==> config.mk <==
export PLATFORM = sky130hd
export DESIGN_NAME = indexed_array_insert_delete
export DESIGN_NICKNAME = d
export VERILOG_FILES = /design/src/iaid_pkg.sv /design/src/iaid_dp.sv /design/src/iaid_ctrl.sv /design/src/indexed_array_insert_delete.sv
export SDC_FILE = /design/constraint.sdc
export NUM_CORES = 1
export LEC_CHECK = 0
export BUFFER_PORTS_ARGS = -buffer_cell sky130_fd_sc_hd__buf_4
export CAP_MARGIN = 20
export CORE_MARGIN = 2
export CORE_UTILIZATION = 45
export CTS_CLUSTER_SIZE = 25
export DETAILED_ROUTE_END_ITERATION = 10
export PLACE_DENSITY = 0.61
export REMOVE_ABC_BUFFERS = 1
export SYNTH_ARGS = -nofsm -noshare
export SYNTH_HDL_FRONTEND = slang
export SYNTH_SLANG_ARGS = --single-unit
==> constraint.sdc <==
create_clock -name clk_i -period 4.57 [get_ports clk_i]
set_clock_uncertainty 0.15 [all_clocks]
set_input_delay 0.2285 -clock clk_i [delete_from_list [all_inputs] [get_ports clk_i]]
set_output_delay 0.2285 -clock clk_i [all_outputs]
set_load 0.03 [all_outputs]
==> src/iaid_pkg.sv <==
// Package for the indexed array insert/delete block: sizes, codes and handshake structs.
`timescale 1ns / 1ps

package iaid_pkg;

  // List storage
  localparam int CAPACITY = 16;
  localparam int AW       = $clog2(CAPACITY);

  // Field widths
  localparam int OP_W    = 2;
  localparam int POS_W   = 5;
  localparam int VAL_W   = 32;
  localparam int ST_W    = 2;
  localparam int CNT_W   = 5;

  // Stream payload widths (fields packed from bit 0, padded to whole bytes)
  localparam int IN_TDATA_W  = ((POS_W + VAL_W + 7) / 8) * 8;
  localparam int OUT_TDATA_W = ((VAL_W + CNT_W + 7) / 8) * 8;

  // Operation codes
  localparam logic [OP_W-1:0] OP_INSERT = 2'd0;
  localparam logic [OP_W-1:0] OP_DELETE = 2'd1;
  localparam logic [OP_W-1:0] OP_READ   = 2'd2;

  // Status codes
  localparam logic [ST_W-1:0] ST_DONE  = 2'd0;
  localparam logic [ST_W-1:0] ST_RANGE = 2'd1;
  localparam logic [ST_W-1:0] ST_FULL  = 2'd2;

  // Controller to datapath commands
  typedef struct packed {
    logic load;      // latch an input beat
    logic check;     // latch the range/full verdict
    logic ins_init;  // set up the upward shift
    logic del_init;  // set up the downward shift
    logic ins_step;  // one insert shift step
    logic del_step;  // one delete shift step
    logic rd_issue;  // read the addressed entry
    logic finish;    // load the result register
  } iaid_cmd_t;

  // Datapath to controller status
  typedef struct packed {
    logic [OP_W-1:0] op;    // latched operation
    logic [ST_W-1:0] chk;   // verdict for the latched operation
    logic            last;  // current shift step is the final one
  } iaid_sts_t;

endpackage

==> src/iaid_dp.sv <==
// Datapath: entry memory, fill count, shift cursor and result register.
`timescale 1ns / 1ps

module iaid_dp (
  input  logic                      clk_i,
  input  logic                      rst_ni,
  input  iaid_pkg::iaid_cmd_t       cmd_i,
  output iaid_pkg::iaid_sts_t       sts_o,
  input  logic [iaid_pkg::OP_W-1:0]  in_op_i,
  input  logic [iaid_pkg::POS_W-1:0] in_pos_i,
  input  logic signed [iaid_pkg::VAL_W-1:0] in_value_i,
  output logic [iaid_pkg::ST_W-1:0]  out_status_o,
  output logic signed [iaid_pkg::VAL_W-1:0] out_read_value_o,
  output logic [iaid_pkg::CNT_W-1:0] out_count_o
);
  import iaid_pkg::*;

  // Latched operation
  logic [OP_W-1:0]  op_q;
  logic [POS_W-1:0] pos_q;
  logic [VAL_W-1:0] val_q;
  logic [ST_W-1:0]  st_q;
  logic [ST_W-1:0]  chk;

  // Shift control
  logic [CNT_W-1:0] fill_q, fill_d;
  logic [CNT_W-1:0] cur_q, cur_d;
  logic [CNT_W-1:0] cur_dec;
  logic [AW-1:0]    wa_q, wa_d;
  logic             pend_q, pend_d;
  logic             last;

  // Memory ports
  logic [VAL_W-1:0] mem [CAPACITY];
  logic             wr_en;
  logic [AW-1:0]    wr_addr;
  logic [VAL_W-1:0] wr_data;
  logic             rd_en;
  logic [AW-1:0]    rd_addr;
  logic [VAL_W-1:0] rdata_q;

  // Result register
  logic [ST_W-1:0]  out_status_q;
  logic [VAL_W-1:0] out_rdval_q;
  logic [CNT_W-1:0] out_count_q;

  // Verdict: insert checks range before fullness
  always_comb begin
    case (op_q)
      OP_INSERT: begin
        if (pos_q > fill_q) begin
          chk = ST_RANGE;
        end else if (fill_q >= CNT_W'(CAPACITY)) begin
          chk = ST_FULL;
        end else begin
          chk = ST_DONE;
        end
      end
      OP_DELETE, OP_READ: begin
        chk = (pos_q < fill_q) ? ST_DONE : ST_RANGE;
      end
      default: begin
        chk = ST_RANGE;
      end
    endcase
  end

  assign cur_dec = cur_q - CNT_W'(1);

  // Final shift step: nothing left to move and no write in flight
  assign last = !pend_q && ((op_q == OP_DELETE) ? (cur_q >= fill_q) : (cur_q <= pos_q));

  // Shift sequencing: a read issued one cycle is written back the next
  always_comb begin
    cur_d   = cur_q;
    wa_d    = wa_q;
    pend_d  = pend_q;
    fill_d  = fill_q;
    wr_en   = 1'b0;
    wr_addr = wa_q;
    wr_data = rdata_q;
    rd_en   = 1'b0;
    rd_addr = pos_q[AW-1:0];

    if (cmd_i.ins_init) begin
      cur_d  = fill_q;
      pend_d = 1'b0;
    end
    if (cmd_i.del_init) begin
      cur_d  = pos_q + CNT_W'(1);
      pend_d = 1'b0;
    end
    if (cmd_i.rd_issue) begin
      rd_en = 1'b1;
    end

    // Insert: entries move up, from the top down to the position
    if (cmd_i.ins_step) begin
      if (pend_q) begin
        wr_en = 1'b1;
      end
      if (cur_q > pos_q) begin
        rd_en   = 1'b1;
        rd_addr = cur_dec[AW-1:0];
        wa_d    = cur_q[AW-1:0];
        pend_d  = 1'b1;
        cur_d   = cur_dec;
      end else begin
        pend_d = 1'b0;
        if (!pend_q) begin
          wr_en   = 1'b1;
          wr_addr = pos_q[AW-1:0];
          wr_data = val_q;
          fill_d  = fill_q + CNT_W'(1);
        end
      end
    end

    // Delete: entries move down, from above the position to the top
    if (cmd_i.del_step) begin
      if (pend_q) begin
        wr_en = 1'b1;
      end
      if (cur_q < fill_q) begin
        rd_en   = 1'b1;
        rd_addr = cur_q[AW-1:0];
        wa_d    = cur_dec[AW-1:0];
        pend_d  = 1'b1;
        cur_d   = cur_q + CNT_W'(1);
      end else begin
        pend_d = 1'b0;
        if (!pend_q) begin
          fill_d = fill_q - CNT_W'(1);
        end
      end
    end
  end

  // Entry memory
  always_ff @(posedge clk_i) begin
    if (wr_en) begin
      mem[wr_addr] <= wr_data;
    end
  end

  always_ff @(posedge clk_i) begin
    if (rd_en) begin
      rdata_q <= mem[rd_addr];
    end
  end

  // Control registers
  always_ff @(posedge clk_i or negedge rst_ni) begin
    if (!rst_ni) begin
      fill_q <= '0;
      cur_q  <= '0;
      pend_q <= 1'b0;
    end else begin
      fill_q <= fill_d;
      cur_q  <= cur_d;
      pend_q <= pend_d;
    end
  end

  // Payload registers
  always_ff @(posedge clk_i) begin
    wa_q <= wa_d;
    if (cmd_i.load) begin
      op_q  <= in_op_i;
      pos_q <= in_pos_i;
      val_q <= in_value_i;
    end
    if (cmd_i.check) begin
      st_q <= chk;
    end
    if (cmd_i.finish) begin
      out_status_q <= st_q;
      out_rdval_q  <= ((op_q == OP_READ) && (st_q == ST_DONE)) ? rdata_q : '0;
      out_count_q  <= fill_q;
    end
  end

  assign sts_o.op   = op_q;
  assign sts_o.chk  = chk;
  assign sts_o.last = last;

  assign out_status_o     = out_status_q;
  assign out_read_value_o = out_rdval_q;
  assign out_count_o      = out_count_q;

  // Fill never passes capacity
  a_fill_bound: assert property (@(posedge clk_i) disable iff (!rst_ni)
    fill_q <= CNT_W'(CAPACITY))
    else $error("fill count above capacity");

  // Fill moves by at most one per cycle
  a_fill_step: assert property (@(posedge clk_i) disable iff (!rst_ni)
    1'b1 |=> (fill_q == $past(fill_q)) || (fill_q == $past(fill_q) + CNT_W'(1)) ||
             (fill_q == $past(fill_q) - CNT_W'(1)))
    else $error("fill count jumped");

  // No memory write lands while a value is in flight but no shift step is active
  a_no_pend_idle: assert property (@(posedge clk_i) disable iff (!rst_ni)
    (pend_q && !cmd_i.ins_step && !cmd_i.del_step) |-> !wr_en)
    else $error("stray memory write");

endmodule

==> src/iaid_ctrl.sv <==
// Controller: sequences check, shift, read and result hand-off for each beat.
`timescale 1ns / 1ps

module iaid_ctrl (
  input  logic                clk_i,
  input  logic                rst_ni,
  input  logic                s_valid_i,
  output logic                s_ready_o,
  output logic                m_valid_o,
  input  logic                m_ready_i,
  input  iaid_pkg::iaid_sts_t sts_i,
  output iaid_pkg::iaid_cmd_t cmd_o
);
  import iaid_pkg::*;

  typedef enum logic [5:0] {
    S_IDLE  = 6'b000001,
    S_CHECK = 6'b000010,
    S_INS   = 6'b000100,
    S_DEL   = 6'b001000,
    S_READ  = 6'b010000,
    S_DONE  = 6'b100000
  } state_e;

  state_e    state_q, state_d;
  logic      m_valid_q, m_valid_d;
  iaid_cmd_t cmd;

  // Next state and commands
  always_comb begin
    state_d   = state_q;
    cmd       = '0;
    s_ready_o = 1'b0;
    case (state_q)
      S_IDLE: begin
        s_ready_o = 1'b1;
        if (s_valid_i) begin
          cmd.load = 1'b1;
          state_d  = S_CHECK;
        end
      end
      S_CHECK: begin
        cmd.check = 1'b1;
        if (sts_i.chk != ST_DONE) begin
          state_d = S_DONE;
        end else if (sts_i.op == OP_INSERT) begin
          cmd.ins_init = 1'b1;
          state_d      = S_INS;
        end else if (sts_i.op == OP_DELETE) begin
          cmd.del_init = 1'b1;
          state_d      = S_DEL;
        end else begin
          cmd.rd_issue = 1'b1;
          state_d      = S_READ;
        end
      end
      S_INS: begin
        cmd.ins_step = 1'b1;
        if (sts_i.last) begin
          state_d = S_DONE;
        end
      end
      S_DEL: begin
        cmd.del_step = 1'b1;
        if (sts_i.last) begin
          state_d = S_DONE;
        end
      end
      S_READ: begin
        state_d = S_DONE;
      end
      S_DONE: begin
        if (!m_valid_q || m_ready_i) begin
          cmd.finish = 1'b1;
          state_d    = S_IDLE;
        end
      end
      default: begin
        state_d = S_IDLE;
      end
    endcase
  end

  // Result valid: set on finish, dropped when the beat is taken
  always_comb begin
    if (cmd.finish) begin
      m_valid_d = 1'b1;
    end else if (m_ready_i) begin
      m_valid_d = 1'b0;
    end else begin
      m_valid_d = m_valid_q;
    end
  end

  always_ff @(posedge clk_i or negedge rst_ni) begin
    if (!rst_ni) begin
      state_q   <= S_IDLE;
      m_valid_q <= 1'b0;
    end else begin
      state_q   <= state_d;
      m_valid_q <= m_valid_d;
    end
  end

  assign cmd_o     = cmd;
  assign m_valid_o = m_valid_q;

  // A held result is never overwritten
  a_no_overwrite: assert property (@(posedge clk_i) disable iff (!rst_ni)
    (m_valid_q && !m_ready_i) |-> !cmd.finish)
    else $error("result overwritten before taken");

  // An accepted beat goes straight to the check
  a_accept_check: assert property (@(posedge clk_i) disable iff (!rst_ni)
    (s_valid_i && s_ready_o) |=> (state_q == S_CHECK))
    else $error("accepted beat not checked");

  // Finishing always presents a result next cycle
  a_finish_valid: assert property (@(posedge clk_i) disable iff (!rst_ni)
    cmd.finish |=> m_valid_q)
    else $error("finished result not presented");

endmodule

==> src/indexed_array_insert_delete.sv <==
// Top level of the indexed array insert/delete block: stream ports, controller, datapath.
//
//  Channel  | Dir | tuser          | tdata (low bit first)
//  ---------+-----+----------------+-----------------------------------------------
//  s_axis   | in  | op [1:0]       | position [4:0], value [36:5], zero [39:37]
//  m_axis   | out | status [1:0]   | read_value [31:0], count [36:32], zero [39:37]
//
// An insert or delete moves m entries, with m = count - position for an insert and
// count - position - 1 for a delete; one entry moves per cycle.
// A beat is taken only in idle, which is entered as the previous result is registered.
// Reset empties the list at once; entries hold whatever was last written.
// A finished result waits in the output register while the next beat is taken;
// the block stalls before finishing only if that register is still full.
`timescale 1ns / 1ps

module indexed_array_insert_delete (
  input  logic        clk_i,
  input  logic        rst_ni,
  input  logic        s_axis_tvalid,
  output logic        s_axis_tready,
  input  logic [39:0] s_axis_tdata,   // position [4:0], value [36:5], zero [39:37]
  input  logic [1:0]  s_axis_tuser,   // op [1:0]
  output logic        m_axis_tvalid,
  input  logic        m_axis_tready,
  output logic [39:0] m_axis_tdata,   // read_value [31:0], count [36:32], zero [39:37]
  output logic [1:0]  m_axis_tuser    // status [1:0]
);
  import iaid_pkg::*;

  iaid_cmd_t               cmd;
  iaid_sts_t               sts;
  logic [ST_W-1:0]         out_status;
  logic signed [VAL_W-1:0] out_read_value;
  logic [CNT_W-1:0]        out_count;

  iaid_ctrl u_ctrl (
    .clk_i     (clk_i),
    .rst_ni    (rst_ni),
    .s_valid_i (s_axis_tvalid),
    .s_ready_o (s_axis_tready),
    .m_valid_o (m_axis_tvalid),
    .m_ready_i (m_axis_tready),
    .sts_i     (sts),
    .cmd_o     (cmd)
  );

  iaid_dp u_dp (
    .clk_i            (clk_i),
    .rst_ni           (rst_ni),
    .cmd_i            (cmd),
    .sts_o            (sts),
    .in_op_i          (s_axis_tuser[OP_W-1:0]),
    .in_pos_i         (s_axis_tdata[POS_W-1:0]),
    .in_value_i       (s_axis_tdata[POS_W+VAL_W-1:POS_W]),
    .out_status_o     (out_status),
    .out_read_value_o (out_read_value),
    .out_count_o      (out_count)
  );

  // Output beat packing
  assign m_axis_tuser = out_status;
  assign m_axis_tdata = {{(OUT_TDATA_W - VAL_W - CNT_W){1'b0}}, out_count, out_read_value};

endmodule
Word-level counts from Yosys, hierarchy flattened

Memories as Yosys holds them, arrays and structs flattened. A register that Yosys moved wholly into a read port is not among the register bits.
Cells that the tools add are included.

Memory bits (writable): 512
Flip-flop bits (word level): 102
Memories kept: 1
Input bits: 46
Logic and storage cells: 125

Multiplexer cells: 75
Reduce and logical (&&, ||, !) cells: 13
Add/sub/neg operators: 5
Order comparisons: 7
Equality and inequality tests: 11

Memory list:

| name     | depth | width | rd ports | clocked after memory_dff | write ports | RTL line      | text |
|---|---|---|---|---|---|---|---|
| u_dp.mem | 16    | 32    | 1        | 1                        | 1           | iaid_dp.sv:34 | `logic [VAL_W-1:0] mem [CAPACITY];` |

Operators with widths:

| cell                                                     | number |
|---|---|
| 2-to-1 mux 32 bit                                        | 3 |
| 2-to-1 mux 5 bit                                         | 14 |
| 2-to-1 mux 4 bit                                         | 11 |
| 2-to-1 mux 1 bit                                         | 37 |
| case mux 6 bit (5 select lines)                          | 1 |
| 2-to-1 mux 6 bit                                         | 4 |
| adder 5 x 1 -> 5 bit, second input constant              | 3 |
| greater-than comparator 5 bit                            | 2 |
| < comparator 5 bit                                       | 2 |
| subtractor 5 x 1 -> 5 bit, second input constant         | 2 |
| == test 6 x 1 -> 1 bit, second input constant            | 1 |
| == test 6 x 2 -> 1 bit, second input constant            | 1 |
| == test 6 x 3 -> 1 bit, second input constant            | 1 |
| == test 6 x 4 -> 1 bit, second input constant            | 1 |
| == test 6 x 5 -> 1 bit, second input constant            | 1 |
| == test 6 bit, second input constant                     | 1 |
| 2-to-1 mux 2 bit                                         | 3 |
| greater-or-equal comparator 5 bit                        | 1 |
| greater-or-equal comparator 5 bit, second input constant | 1 |
| less-or-equal comparator 5 bit                           | 1 |
| zero test 2 bit                                          | 2 |
| inequality test 2 x 1 -> 1 bit, second input constant    | 2 |
| case mux 2 bit (2 select lines)                          | 1 |
| nonzero test 2 bit                                       | 2 |
| other kinds (10)                                         | 13 |

Depth between registers and ports, before layout

Gate-level depths: netlist (run 1).

Depth after elaboration: 13
Mapped depth: 14
Gate-level depth less buffers: 10

Cells and area by module

Synthesis (run 1) repeated with hierarchy kept, for this count alone.

Cells, all modules: 1928
Area, all modules: 26598.0 µm²

By module, submodules not included:

| module                      | times used | seq. area each (µm²) | area an instance (µm²) | cells each |
|---|---|---|---|---|
| iaid_dp                     | 1          | 19093.3              | 26106.3                | 1876 |
| iaid_ctrl                   | 1          | 176.4                | 465.4                  | 48 |
| indexed_array_insert_delete | 1          | 0.0                  | 26.3                   | 4 |

Worst setup path after synthesis (run 1)

OpenSTA, ideal clock, no wires.

Path type: flip-flop to flip-flop
From: register u_dp.pos_q[2]
To: memory u_dp.mem[2][0], enable pin
Data required time: 3.999 ns
Clock period less this slack: 4.225 ns
Buffers on the path: 0
Slack: 0.345 ns
Arrival: 3.653 ns
Library setup time: 0.421 ns
Stages on the path, launching flop included: 11
Path through: edfxtp_1 > inv_1 > ha_1 > and3_1 > o21ai_1 > a31oi_1 > nor3_1 > a22oi_1 > a21oi_1 > nand2_1 > nor2_1

Word-level cells in the longest chain between the ends: 7
Elaborated cells between the ends (all ways): 10
Those cells by class: order compare: 1; mux: 9

Ends and longest elaborated chain:

| what                                   | RTL line       | text |
|---|---|---|
| from (decl)                            | iaid_dp.sv:20  | `logic [POS_W-1:0] pos_q;` |
| from (signal assigned)                 | iaid_dp.sv:170 | `pos_q <= in_pos_i;` |
| greater-than comparator 5 bit          | iaid_dp.sv:102 | `if (cur_q > pos_q) begin` |
| 2-to-1 mux 1 bit                       | iaid_dp.sv:102 |  |
| 2-to-1 mux 1 bit                       | iaid_dp.sv:98  | `if (cmd_i.ins_step) begin` |
| 2-to-1 mux 1 bit                       | iaid_dp.sv:121 | `if (pend_q) begin` |
| 2-to-1 mux 1 bit                       | iaid_dp.sv:120 | `if (cmd_i.del_step) begin` |
| 2-to-1 mux 1 bit                       | iaid_dp.sv:141 | `if (wr_en) begin` |
| 2-to-1 mux 1 bit (not written as such) | iaid_dp.sv:142 | `mem[wr_addr] <= wr_data;` |
| to (decl)                              | iaid_dp.sv:34  |  |

Several ways; a longest one is shown, not always the timed one.

Worst setup path after layout (run 1)

From: register u_dp.cur_q[1]
To: register u_dp.rdata_q[2] (read register of u_dp.mem), data pin

Word-level cells in the longest chain between the ends: 5
Elaborated cells between the ends (all ways): 11
Those cells by class: add/sub: 1; order compare: 2; mux: 8

Ends and longest elaborated chain:

| what                                                                              | RTL line                      | text |
|---|---|---|
| from (decl)                                                                       | iaid_dp.sv:27                 | `logic [CNT_W-1:0] cur_q, cur_d;` |
| from (signal assigned)                                                            | iaid_dp.sv:160                | `cur_q <= cur_d;` |
| subtractor 5 x 1 -> 5 bit / greater-than comparator 5 bit (equally long branches) | iaid_dp.sv:68, iaid_dp.sv:102 |  |
| 2-to-1 mux 4 bit / 2-to-1 mux 1 bit (equally long branches)                       | iaid_dp.sv:102                |  |
| 2-to-1 mux 4 bit / 2-to-1 mux 1 bit (equally long branches)                       | iaid_dp.sv:98                 |  |
| 2-to-1 mux 4 bit / 2-to-1 mux 1 bit (equally long branches)                       | iaid_dp.sv:124                | `if (cur_q < fill_q) begin` |
| 2-to-1 mux 4 bit / 2-to-1 mux 1 bit (equally long branches)                       | iaid_dp.sv:120                |  |
| to (decl)                                                                         | iaid_dp.sv:40                 | `logic [VAL_W-1:0] rdata_q;` |

Several ways; a longest one is shown, not always the timed one.
A chain may end at the register's enable or synchronous reset.

==> impl_results.rst, run 1 <==
.. list-table::
   :header-rows: 1

   * - Metric
     - Value
   * - Worst setup path category
     - reg -> reg
   * - Floorplan core area
     - 58900 um^2
   * - Unrepaired setup endpoints after global routing
     - no
   * - Buffer count from post-CTS setup fixing
     - 0
   * - CTS tree
     - yes
   * - Post-synth EDFFs
     - around 620
   * - Net total in the final layout
     - approximately 1900
   * - End of the worst register-to-register path
     - u_dp.rdata_q[2]
   * - Worst EP arrival
     - around 4.3 ns
   * - Internal
     - between 10 and 15 mW
   * - Wirelength per Cell
     - 24.7 um
   * - Port buffer count
     - 83
   * - Synth area leader
     - sky130_fd_sc_hd__edfxtp_1
   * - CTS clk-pin slew, worst paths
     - roughly 0.06 ns
   * - Synthesized area
     - 26800 um^2
   * - Placement-stage worst setup slack
     - between 0.4 and 0.5 ns
   * - Count of mapped cells out of synthesis
     - 1720
   * - Post-cts resize count
     - 0
   * - Largest fanout on the critical path
     - 92
   * - Hold Violations, Final
     - 0
   * - Count of max-cap constraint violations
     - 0
   * - Violation count after the first detailed-route iteration
     - ~1500
   * - Level count of the clock H-tree
     - 3
   * - Power density normalized to cell area
     - about 470 nW/um^2
   * - R2r startpoint
     - u_dp.cur_q[1]
   * - Via-per-instance ratio
     - approximately 6
   * - Area of all sequential standard cells
     - 19300 um^2
   * - Via count
     - ~16000
   * - CTS hold repair buffers
     - 44
   * - Overall overflow remaining after global route
     - 0
   * - Number of antenna violations at the first check in global routing
     - 1
   * - Number of clock buffers inserted by TritonCTS
     - 67
   * - Worst-case setup margin in the final layout
     - 0.412 ns
   * - Switching part of the total
     - 0.272
   * - Portion of the clock cycle consumed by the worst path in the final layout
     - 0.910
   * - Die ar.
     - a little over 60000 um^2
   * - Setup slack of the worst register-to-register path
     - between 0.4 and 0.5 ns
   * - Most frequent cells after synthesis
     - sky130_fd_sc_hd__edfxtp_1, sky130_fd_sc_hd__a211oi_1, sky130_fd_sc_hd__mux2i_1, sky130_fd_sc_hd__and4_1, sky130_fd_sc_hd__nand2_1
   * - Buffer type at the clock tree root
     - sky130_fd_sc_hd__clkbuf_16
   * - Peak ir drop on the vdd network
     - between 0.0003 and 0.0004 V
   * - Largest net degree at the start of global routing
     - 93
   * - Transition at the pin with the smallest max-transition slack
     - around 1.1 ns
   * - Final cell area excluding filler cells
     - between 30000 and 40000 um^2
   * - Worst skew pair latency
     - around 0.61 ns
   * - Final min period
     - 4.16 ns
   * - GP Congestion
     - between 0.8 and 0.9
   * - Hold Path Class
     - in -> reg
   * - Area share of the largest cell type after synthesis
     - 0.699
   * - Outcome
     - completed
   * - Cell depth of the worst hold path
     - 2
   * - Share of final-layout standard cells stronger than drive strength 1
     - 0.160
   * - Die X
     - 248 um
   * - Timing-limited maximum frequency
     - between 200 and 250 MHz
   * - Summed negative setup slack over all endpoints
     - 0 ns
   * - Number of cell instances on the worst register-to-register path
     - 10
   * - Launch point of the worst hold path
     - s_axis_tdata[7]
   * - Share of synthesized registers carrying an async set or reset
     - 0.0279
   * - Final max-slew violation count
     - 0
   * - Final setup violation count
     - 0
   * - Max-Slew Margin vs Limit
     - 0.260
   * - P_sw
     - between 4 and 5 mW
   * - Sink count of the clock tree
     - roughly 650
   * - Routed WL
     - between 60000 and 70000 um
   * - Critical path data required time
     - about 4.8 ns
   * - Layout overhead on the synthesized area
     - 17.3%
   * - Height of the chip
     - between 200 and 250 um
   * - Final Core Density
     - 0.534
   * - Predominant post-synthesis flop cell
     - sky130_fd_sc_hd__edfxtp_1
   * - Cells taking the most area after synthesis
     - sky130_fd_sc_hd__edfxtp_1, sky130_fd_sc_hd__a211oi_1, sky130_fd_sc_hd__mux2i_1, sky130_fd_sc_hd__and4_1, sky130_fd_sc_hd__nand2_1
   * - Synth cell types
     - slightly above 60
   * - FILL cells
     - around 4700
   * - Count of nets left with antenna violations after detail routing
     - 0
   * - Part of the total power dissipated in the clock network
     - 0.346
   * - Multi-input combinational cell area
     - 7060 um^2
   * - Ys Warns
     - 0
   * - Worst hold margin
     - around 0.18 ns
   * - Vias in the first global route
     - 15800
   * - Kind of capture point of the worst setup path
     - register
   * - Post-synthesis sequential area ratio
     - 0.719
   * - Number of detailed-route iterations in the first pass
     - 7
   * - DP Cell Count
     - about 2500
   * - Area of placed instances
     - 29000 um^2
   * - Post-synthesis average cell area
     - ~16 um^2
   * - Critical path startpoint category
     - register
   * - Rows
     - a little under 90
   * - Worst Hold End
     - u_dp.val_q[2]
   * - Power share of the sequential group
     - 0.471
   * - Cell with the most instances after synthesis
     - sky130_fd_sc_hd__edfxtp_1
   * - Total power of the final layout
     - around 15 mW
   * - Final std cells w/o fill
     - around 2700
   * - Proportion of power drawn by combinational gates
     - 0.183
   * - Count of boundary I/O pins
     - 90
   * - Number of DRC violations after detailed routing
     - 0
   * - Buffer depth of the longest clock path
     - 3
   * - Static Leakage
     - 10.7 nW
   * - Synthesis-stage register bit count
     - about 650
   * - Wire length of the first global-routing pass
     - a little under 100000 um
   * - Diodes inserted
     - 0
   * - GRT Total Usage
     - 0.217
   * - Initial cell density of the core
     - 0.455
   * - Detailed placement HPWL
     - between 30000 and 40000 um
## cell usage in the layout (no fill, tap or decap), types with 4 or more instances in the layout
master,Yosys,layout
sky130_fd_sc_hd__a211oi_1,239,239
sky130_fd_sc_hd__a211oi_2,20,20
sky130_fd_sc_hd__a21oi_1,22,21
sky130_fd_sc_hd__a31oi_1,7,7
sky130_fd_sc_hd__and2_1,35,34
sky130_fd_sc_hd__and3_1,5,5
sky130_fd_sc_hd__and4_1,128,128
sky130_fd_sc_hd__buf_12,0,28
sky130_fd_sc_hd__buf_4,5,135
sky130_fd_sc_hd__clkbuf_1,95,19
sky130_fd_sc_hd__clkbuf_16,0,69
sky130_fd_sc_hd__clkinv_1,0,14
sky130_fd_sc_hd__clkinv_2,0,4
sky130_fd_sc_hd__dfrtp_1,17,17
sky130_fd_sc_hd__dfxtp_1,4,4
sky130_fd_sc_hd__dlygate4sd3_1,0,44
sky130_fd_sc_hd__edfxtp_1,624,624
sky130_fd_sc_hd__ha_1,24,24
sky130_fd_sc_hd__inv_1,24,24
sky130_fd_sc_hd__mux2i_1,132,132
sky130_fd_sc_hd__nand2_1,120,120
sky130_fd_sc_hd__nand3_1,19,16
sky130_fd_sc_hd__nor2_1,33,17
sky130_fd_sc_hd__nor2_4,0,16
sky130_fd_sc_hd__nor3_1,12,11
sky130_fd_sc_hd__o21ai_0,20,20
sky130_fd_sc_hd__or3_1,4,4
sky130_fd_sc_hd__or4_1,33,33
sky130_fd_sc_hd__xnor2_1,8,8
## power groups by stage
stage / clock, mW / sequential (mW) / combinational, mW
detailed placement: 0 / 7.08 / 2.68
finish: 5.11 / 6.96 / 2.70
global route: 5.41 / 6.98 / 2.96
CTS: 5.21 / 6.96 / 2.72
floorplan: 0 / 7.13 / 1.74
global placement: 0 / 7.08 / 2.63
## layer usage
metal / wire (um) / track usage / up-vias
li1: - / - / 7210
met2: 31800 / 0.354 / 534
met4: 1560 / 0.0659 / 0
met5: 0 / 0 / -
met1: 29100 / 0.300 / 8015
met3: 3850 / 0.0363 / 111
## area by class of cell
type,instances,area share
clock inverters,29,0.00708
repair buffers,207,0.0641
multi-input cells,919,0.225
well taps,773,0.0308
inverters,24,0.00287
clock buffers,89,0.0576
flip-flops and latches,646,0.613
## critical path, stage by stage, from the launching register on
cell	delay, ns
sky130_fd_sc_hd__dfrtp_1	0.55
sky130_fd_sc_hd__ha_1	0.39
sky130_fd_sc_hd__nand2b_1	0.06
sky130_fd_sc_hd__a21oi_1	0.39
sky130_fd_sc_hd__o31ai_1	0.13
sky130_fd_sc_hd__a211o_2	0.39
sky130_fd_sc_hd__buf_4	0.36
sky130_fd_sc_hd__and4_1	0.40
sky130_fd_sc_hd__a211oi_1	0.21
sky130_fd_sc_hd__a211oi_1	0.09
sky130_fd_sc_hd__or4_1	0.57
## state kept, by name (all words and copies together), names as in the netlist, 2 cells and up
name,cells
u_ctrl.state_q,6
u_dp.cur_q,5
u_dp.fill_q,5
u_dp.mem,512
u_dp.op_q,2
u_dp.out_count_o,5
u_dp.out_read_value_o,32
u_dp.out_status_o,2
u_dp.pos_q,5
u_dp.rdata_q,32
u_dp.st_q,2
u_dp.val_q,32
u_dp.wa_q,4
## how the worst max path moves through the flow
stage | endpoint | start | slack (ns)
2_1_floorplan | u_dp.rdata_q[0] | u_dp.pos_q[2] | -6.60
3_3_place_gp | u_dp.rdata_q[20] | u_dp.pos_q[2] | 0.56
3_5_place_dp | u_dp.rdata_q[20] | u_dp.pos_q[2] | 0.44
4_1_cts | u_dp.rdata_q[20] | u_dp.pos_q[2] | 0.40
5_1_grt | u_dp.rdata_q[7] | u_dp.pos_q[2] | 0.19
6_report | u_dp.rdata_q[2] | u_dp.cur_q[1] | 0.41
## cells by family (layout without fill, tap and decap cells)
kind of cell               count (synthesis)  count (layout)  synth area share
DFF                                      646             646             0.719
and+or+nand+nor                          410             410            0.0956
AOI/OAI and AO/OA                        340             340            0.0960
buffers and inverters                    157             349            0.0252
muxes                                    132             132            0.0493
adders and majority gates                 24              24            0.0112
xor gates and xnor gates                  10              10           0.00327
other                                      1               3          0.000140
No activity file was read; power rests on OpenSTA's default activity.
==> run 2: changes to the inputs <==
--- a/config.mk
+++ b/config.mk
@@ -13,6 +13,9 @@
 export DETAILED_ROUTE_END_ITERATION = 10
 export PLACE_DENSITY = 0.61
 export REMOVE_ABC_BUFFERS = 1
+export SLEW_MARGIN = 5
 export SYNTH_ARGS = -nofsm -noshare
 export SYNTH_HDL_FRONTEND = slang
+export SYNTH_HIERARCHICAL = 1
 export SYNTH_SLANG_ARGS = --single-unit
+export TNS_END_PERCENT = 10
==> impl_results.rst, run 2 <==
.. list-table::
   :header-rows: 1

   * - Metric
     - Value
   * - Synthesis-stage register bit count
     - between 600 and 700
   * - Final min period
     - just over 4 ns
   * - Final Core Density
     - 0.530
   * - Routed WL
     - ~62000 um
   * - Share of final-layout standard cells stronger than drive strength 1
     - 0.151
   * - Category of cells accounting for the largest share of critical-path delay
     - simple AND/OR/NAND/NOR gates
   * - Most frequent cells after synthesis
     - sky130_fd_sc_hd__edfxtp_1, sky130_fd_sc_hd__nor2_1, sky130_fd_sc_hd__nand2_1, sky130_fd_sc_hd__nand3_1, sky130_fd_sc_hd__buf_2
   * - Internal
     - between 10 and 15 mW
   * - Launch point of the worst hold path
     - s_axis_tdata[31]
   * - Outcome
     - completed
   * - Detailed placement HPWL
     - 33400 um
   * - CTS clk-pin slew, worst paths
     - ~0.06 ns
   * - Critical path data required time
     - between 4 and 5 ns
   * - Post-synthesis sequential area ratio
     - 0.724
   * - Wirelength per Cell
     - about 21 um
   * - Area of all sequential standard cells
     - about 19000 um^2
   * - Static Leakage
     - between 10 and 15 nW
   * - Height of the chip
     - 247 um
   * - Cell with the most instances after synthesis
     - sky130_fd_sc_hd__edfxtp_1
   * - Part of the total power dissipated in the clock network
     - 0.360
   * - Most common cell after layout, fill and taps aside
     - sky130_fd_sc_hd__edfxtp_1
   * - Sink count of the clock tree
     - approximately 650
   * - Placement-stage worst setup slack
     - ~0.49 ns
   * - Violation count after the first detailed-route iteration
     - around 1500
   * - Critical-path cell list
     - ha_1, a21oi_2, o221a_2, a21oi_1, nor3b_2, mux2i_1, nand2_1, nor2_4, buf_12
   * - Multi-input combinational cell area
     - a little under 7000 um^2
   * - Post-cts resize count
     - 0
   * - R2r startpoint
     - u_dp/cur_q[2]
   * - Critical path startpoint category
     - register
   * - Predominant post-synthesis flop cell
     - sky130_fd_sc_hd__edfxtp_1
   * - Commonest cells after routing, fill and taps aside
     - sky130_fd_sc_hd__edfxtp_1, sky130_fd_sc_hd__nand2_1, sky130_fd_sc_hd__nor2_1
   * - Largest net degree at the start of global routing
     - about 220
   * - Largest fanout on the critical path
     - 23
   * - Number of detailed-route iterations in the first pass
     - 5
   * - Worst Hold End
     - u_dp/val_q[26]
   * - Setup slack of the worst register-to-register path
     - roughly 0.44 ns
   * - Via-per-instance ratio
     - 5.63
   * - Synth cell types
     - between 60 and 70
   * - Final setup violation count
     - 0
   * - Kind of capture point of the worst setup path
     - register
   * - Post-synthesis average cell area
     - 13.8 um^2
   * - Number of DRC violations after detailed routing
     - 0
   * - Hold Path Class
     - in -> reg
   * - FILL cells
     - between 4000 and 5000
   * - Peak ir drop on the vdd network
     - between 0.0003 and 0.0004 V
   * - Total power of the final layout
     - 15.6 mW
   * - Worst-case setup margin in the final layout
     - between 0.4 and 0.5 ns
   * - Count of nets left with antenna violations after detail routing
     - 0
   * - Synthesized area
     - between 20000 and 30000 um^2
   * - Worst hold margin
     - ~0.18 ns
   * - Area share of the largest cell type after synthesis
     - 0.704
   * - Slowest stage delay, CP
     - approximately 0.62 ns
   * - Layout overhead on the synthesized area
     - 17.0%
   * - Diodes inserted
     - 0
   * - Number of buffer and inverter instances along the worst setup path
     - 1
   * - Synth area leader
     - sky130_fd_sc_hd__edfxtp_1
   * - Rows
     - a little under 90
   * - GRT Total Usage
     - 0.204
   * - Proportion of power drawn by combinational gates
     - 0.188
   * - Number of antenna violations at the first check in global routing
     - 1
   * - Count of mapped cells out of synthesis
     - approximately 1900
   * - Number of cell instances on the worst register-to-register path
     - 9
   * - Count of max-cap constraint violations
     - 0
   * - Max reg flops
     - slightly above 500
   * - Buffer type at the clock tree root
     - sky130_fd_sc_hd__clkbuf_16
   * - Worst EP arrival
     - between 4 and 5 ns
   * - Buffer depth of the longest clock path
     - 3
   * - Hold Violations, Final
     - 0
   * - Initial cell density of the core
     - 0.453
   * - CTS hold repair buffers
     - between 40 and 50
   * - Wire length of the first global-routing pass
     - between 90000 and 100000 um
   * - Max-Slew Margin vs Limit
     - 0.241
   * - Floorplan core area
     - between 50000 and 60000 um^2
   * - End of the worst register-to-register path
     - u_dp/mem[11][4]
   * - Number of clock buffers inserted by TritonCTS
     - 71
   * - Worst setup path category
     - reg -> reg
   * - Power share of the sequential group
     - 0.452
   * - Net total in the final layout
     - approximately 2100
   * - Timing-limited maximum frequency
     - roughly 240 MHz
   * - Die X
     - 247 um
   * - Buffer count from post-CTS setup fixing
     - 0
   * - Cells taking the most area after synthesis
     - sky130_fd_sc_hd__edfxtp_1, sky130_fd_sc_hd__nand3_1, sky130_fd_sc_hd__nor2_1, sky130_fd_sc_hd__nand2_1, sky130_fd_sc_hd__o211ai_1
   * - Final max-slew violation count
     - 0
   * - GP Congestion
     - approximately 0.83
   * - Portion of the clock cycle consumed by the worst path in the final layout
     - 0.904
   * - Unrepaired setup endpoints after global routing
     - no
   * - Register name with the most flops
     - u_dp/mem
   * - Cell depth of the worst hold path
     - 2
   * - Vias in the first global route
     - between 15000 and 20000
   * - Worst skew pair latency
     - 0.62 ns
   * - Switching part of the total
     - 0.288
   * - Die ar.
     - between 60000 and 70000 um^2
   * - CTS tree
     - yes
   * - Via count
     - 16300
   * - Transition at the pin with the smallest max-transition slack
     - between 1 and 1.5 ns
   * - Power density normalized to cell area
     - around 500 nW/um^2
   * - Share of synthesized registers carrying an async set or reset
     - 0.0279
   * - Level count of the clock H-tree
     - 3
   * - Port buffer count
     - just over 80
   * - Count of boundary I/O pins
     - 90
   * - P_sw
     - approximately 4.5 mW
   * - Critical-path top delay cell
     - sky130_fd_sc_hd__nor3b_2
   * - Ys Warns
     - 6
   * - Overall overflow remaining after global route
     - 0
   * - Post-synth EDFFs
     - between 600 and 700
[run 2: cell count changes in the layout (fill, tap and decap cells not counted), sizes merged, moves of 92 or more]
cell    change
a211oi    -254
nor2      +188
nand3     +174
and4      -127
nand2      +93
mux2i      -92
[run 2: worst max-delay path by stage]
stage / from / to / cells past startpoint
after floorplan: u_ctrl/state_q[5] / u_dp/rdata_q[30] / 8
after global placement: u_ctrl/state_q[5] / u_dp/rdata_q[26] / 10
after detailed placement: u_ctrl/state_q[5] / u_dp/rdata_q[26] / 10
after CTS: u_ctrl/state_q[5] / u_dp/rdata_q[7] / 10
after global routing: u_ctrl/state_q[5] / u_dp/rdata_q[26] / 10
final: u_dp/cur_q[2] / u_dp/mem[11][4] / 9
[run 2: metal layers]
layer  global-route usage  wire (um)
met1                0.287      27600
met2                0.324      28900
met3               0.0323       3900
met4               0.0657       1360
met5                    0          0
[run 2: power groups by stage]
| stage | registers [mW] | logic, mW | clock network, mW |
|---|---|---|---|
| 2_1_floorplan | 7.14 | 2.03 | 0 |
| 3_3_place_gp | 7.16 | 2.84 | 0 |
| 3_5_place_dp | 7.16 | 2.91 | 0 |
| 4_1_cts | 7.04 | 2.95 | 5.71 |
| 5_1_grt | 7.07 | 3.25 | 5.96 |
| 6_report | 7.04 | 2.94 | 5.60 |
[run 2: layout make-up]
| cell class | instances | share of cell area |
|---|---|---|
| well taps | 773 | 0.0311 |
| inverters | 21 | 0.00257 |
| multi-input cells | 1138 | 0.217 |
| repair buffers | 184 | 0.0573 |
| flip-flops and latches | 646 | 0.619 |
| clock inverters | 39 | 0.0136 |
| clock buffers | 85 | 0.0598 |
[run 2: kinds of logic (layout without fill, tap and decap cells)]
logic type                 Yosys count  count (layout)  synth area share
AOI/OAI and AO/OA                  302             302            0.0795
xor gates and xnor gates            13              13           0.00428
adders and majority gates           24              24            0.0113
buffers and inverters              146             329            0.0294
DFF                                646             646             0.724
muxes                               75              75            0.0299
other                                1               3          0.000141
and+or+nand+nor                    721             721             0.121
[run 2: per-stage QoR]
stage | TNS, ns | cell area (um^2) | cells
2_1_floorplan | -2087.30 | 25900 | 1805
4_1_cts | 0 | 31100 | 2886
5_1_grt | 0 | 31100 | 2886
6_report | 0 | 31100 | 2886
3_5_place_dp | 0 | 28400 | 2718
3_3_place_gp | 0 | 28400 | 2717
[run 2: worst reg2reg max path, cell delays in order, from the launching register on]
cell	delay, ns
sky130_fd_sc_hd__dfrtp_1	0.60
sky130_fd_sc_hd__ha_1	0.36
sky130_fd_sc_hd__a21oi_2	0.24
sky130_fd_sc_hd__o221a_2	0.31
sky130_fd_sc_hd__a21oi_1	0.14
sky130_fd_sc_hd__nor3b_2	0.62
sky130_fd_sc_hd__mux2i_1	0.29
sky130_fd_sc_hd__nand2_1	0.26
sky130_fd_sc_hd__nor2_4	0.54
sky130_fd_sc_hd__buf_12	0.28
==> run 3: changes to the inputs <==
--- a/config.mk
+++ b/config.mk
@@ -11,7 +11,7 @@
 export CORE_UTILIZATION = 45
 export CTS_CLUSTER_SIZE = 25
 export DETAILED_ROUTE_END_ITERATION = 10
-export PLACE_DENSITY = 0.61
+export PLACE_DENSITY = 0.58
 export REMOVE_ABC_BUFFERS = 1
 export SLEW_MARGIN = 5
 export SYNTH_ARGS = -nofsm -noshare
==> impl_results.rst, run 3 (same netlist as run 2, synthesis figures left out) <==
.. list-table::
   :header-rows: 1

   * - Metric
     - Value
   * - Outcome
     - completed
   * - DP Cell Count
     - roughly 2700
   * - Number of antenna violations at the first check in global routing
     - 1
   * - Most common cell after layout, fill and taps aside
     - sky130_fd_sc_hd__edfxtp_1
   * - Floorplan core area
     - between 50000 and 60000 um^2
   * - Worst hold margin
     - between 0.15 and 0.2 ns
   * - Critical path startpoint category
     - register
   * - Final Core Density
     - 0.530
   * - Wire length of the first global-routing pass
     - approximately 99000 um
   * - Peak ir drop on the vdd network
     - roughly 0.00035 V
   * - Height of the chip
     - 247 um
   * - Sink count of the clock tree
     - 646
   * - Rows
     - between 80 and 90
   * - Post-cts resize count
     - 0
   * - Max reg flops
     - 512
   * - Diodes inserted
     - 0
   * - Critical path data required time
     - roughly 4.7 ns
   * - Net total in the final layout
     - ~2100
   * - Final min period
     - 4.06 ns
   * - GRT Total Usage
     - 0.219
   * - Max-Slew Margin vs Limit
     - 0.286
   * - Final std cells w/o fill
     - around 2900
   * - Largest net degree at the start of global routing
     - 133
   * - Hold Violations, Final
     - 0
   * - Initial cell density of the core
     - 0.453
   * - Die ar.
     - approximately 61000 um^2
   * - Static Leakage
     - 10.5 nW
   * - Register name with the most flops
     - u_dp/mem
   * - Worst skew pair latency
     - about 0.60 ns
   * - Count of boundary I/O pins
     - 90
   * - Kind of capture point of the worst setup path
     - register
   * - Violation count after the first detailed-route iteration
     - 1570
   * - Via count
     - approximately 16000
   * - Number of DRC violations after detailed routing
     - 0
   * - Die X
     - between 200 and 250 um
   * - Via-per-instance ratio
     - between 5 and 6
   * - Buffer depth of the longest clock path
     - 3
   * - Buffer type at the clock tree root
     - sky130_fd_sc_hd__clkbuf_16
   * - CTS tree
     - yes
   * - Largest fanout on the critical path
     - 15
   * - Routed WL
     - 66000 um
   * - End of the worst register-to-register path
     - u_dp/mem[7][11]
   * - Vias in the first global route
     - 15900
   * - Final setup violation count
     - 0
   * - CTS clk-pin slew, worst paths
     - around 0.060 ns
   * - Worst setup path category
     - reg -> reg
   * - R2r startpoint
     - u_dp/pos_q[2]
   * - Placement-stage worst setup slack
     - between 0.5 and 0.6 ns
   * - Portion of the clock cycle consumed by the worst path in the final layout
     - 0.889
   * - CTS hold repair buffers
     - 44
   * - Count of nets left with antenna violations after detail routing
     - 0
   * - Count of max-cap constraint violations
     - 0
   * - Power density normalized to cell area
     - approximately 500 nW/um^2
   * - Buffer count from post-CTS setup fixing
     - 0
   * - Final cell area excluding filler cells
     - around 31000 um^2
   * - Final max-slew violation count
     - 0
   * - Overall overflow remaining after global route
     - 0
   * - Worst EP arrival
     - 4.20 ns
   * - Timing-limited maximum frequency
     - approximately 250 MHz
   * - Setup slack of the worst register-to-register path
     - slightly above 0.5 ns
   * - End point of the critical path
     - u_dp/mem[7][11]
   * - Launch point of the worst hold path
     - s_axis_tdata[18]
   * - Level count of the clock H-tree
     - 3
   * - Number of clock buffers inserted by TritonCTS
     - 70
   * - Layout overhead on the synthesized area
     - 17.0%
   * - Number of detailed-route iterations in the first pass
     - 6
   * - Unrepaired setup endpoints after global routing
     - no
   * - Transition at the pin with the smallest max-transition slack
     - about 1.1 ns
   * - Port buffer count
     - between 80 and 90
   * - Share of final-layout standard cells stronger than drive strength 1
     - 0.152
   * - Number of cell instances on the worst register-to-register path
     - 11
   * - Hold Path Class
     - in -> reg
   * - Critical Path Start
     - u_dp/pos_q[2]
   * - Commonest cells after routing, fill and taps aside
     - sky130_fd_sc_hd__edfxtp_1, sky130_fd_sc_hd__nand2_1, sky130_fd_sc_hd__nor2_1
   * - Wirelength per Cell
     - roughly 23 um
   * - Detailed placement HPWL
     - roughly 35000 um
   * - Area of placed instances
     - 28400 um^2
   * - Worst-case setup margin in the final layout
     - 0.508 ns
   * - GP Congestion
     - 0.841
run 3: how the worst min path moves through the flow:
stage | to | slack [ns] | cells after the start
5_1_grt | u_dp/val_q[30] | 0.18 | 2
3_3_place_gp | u_dp/fill_q[2] | -0.02 | 1
4_1_cts | u_dp/val_q[30] | 0.16 | 2
6_report | u_dp/val_q[13] | 0.19 | 2
3_5_place_dp | u_dp/fill_q[2] | -0.02 | 1
2_1_floorplan | u_ctrl/m_valid_o | -0.22 | 0
run 3: final cells by class:
type	instances	area (um^2)
clock buffers	89	1890
inverters	21	80.1
repair buffers	187	1800
well taps	773	967
flip-flops and latches	646	19300
clock inverters	37	377
multi-input cells	1138	6740
fillers	4826	27600
run 3: layer usage:
metal  vias to the layer above  track usage  share of wire
li1                       7550            -              -
met1                      8164        0.314           0.46
met2                       472        0.346           0.47
met3                        89       0.0339          0.056
met4                         0       0.0686          0.023
met5                         -            0              0
run 3: per-stage QoR:
| step | TNS, ns | total power [mW] |
|---|---|---|
| 2_1_floorplan | -2087.30 | 9.17 |
| 3_3_place_gp | 0 | 10.0 |
| 3_5_place_dp | 0 | 10.1 |
| 4_1_cts | 0 | 15.7 |
| 5_1_grt | 0 | 16.3 |
| 6_report | 0 | 15.6 |
run 3: report_power, final:
part | switching (mW) | internal (mW)
registers | 0.185 | 6.85
clock network | 2.27 | 3.32
logic | 1.98 | 0.997
total | 4.44 | 11.2
run 3: worst max-delay path, stage by stage (launching register included):
cell	delay, ns
sky130_fd_sc_hd__edfxtp_1	0.60
sky130_fd_sc_hd__inv_1	0.08
sky130_fd_sc_hd__ha_1	0.35
sky130_fd_sc_hd__nand4_2	0.18
sky130_fd_sc_hd__o221a_2	0.35
sky130_fd_sc_hd__a21oi_1	0.37
sky130_fd_sc_hd__nor3b_2	0.10
sky130_fd_sc_hd__buf_4	0.23
sky130_fd_sc_hd__mux2_2	0.26
sky130_fd_sc_hd__nand2_1	0.22
sky130_fd_sc_hd__nor2_4	0.59
sky130_fd_sc_hd__buf_12	0.24
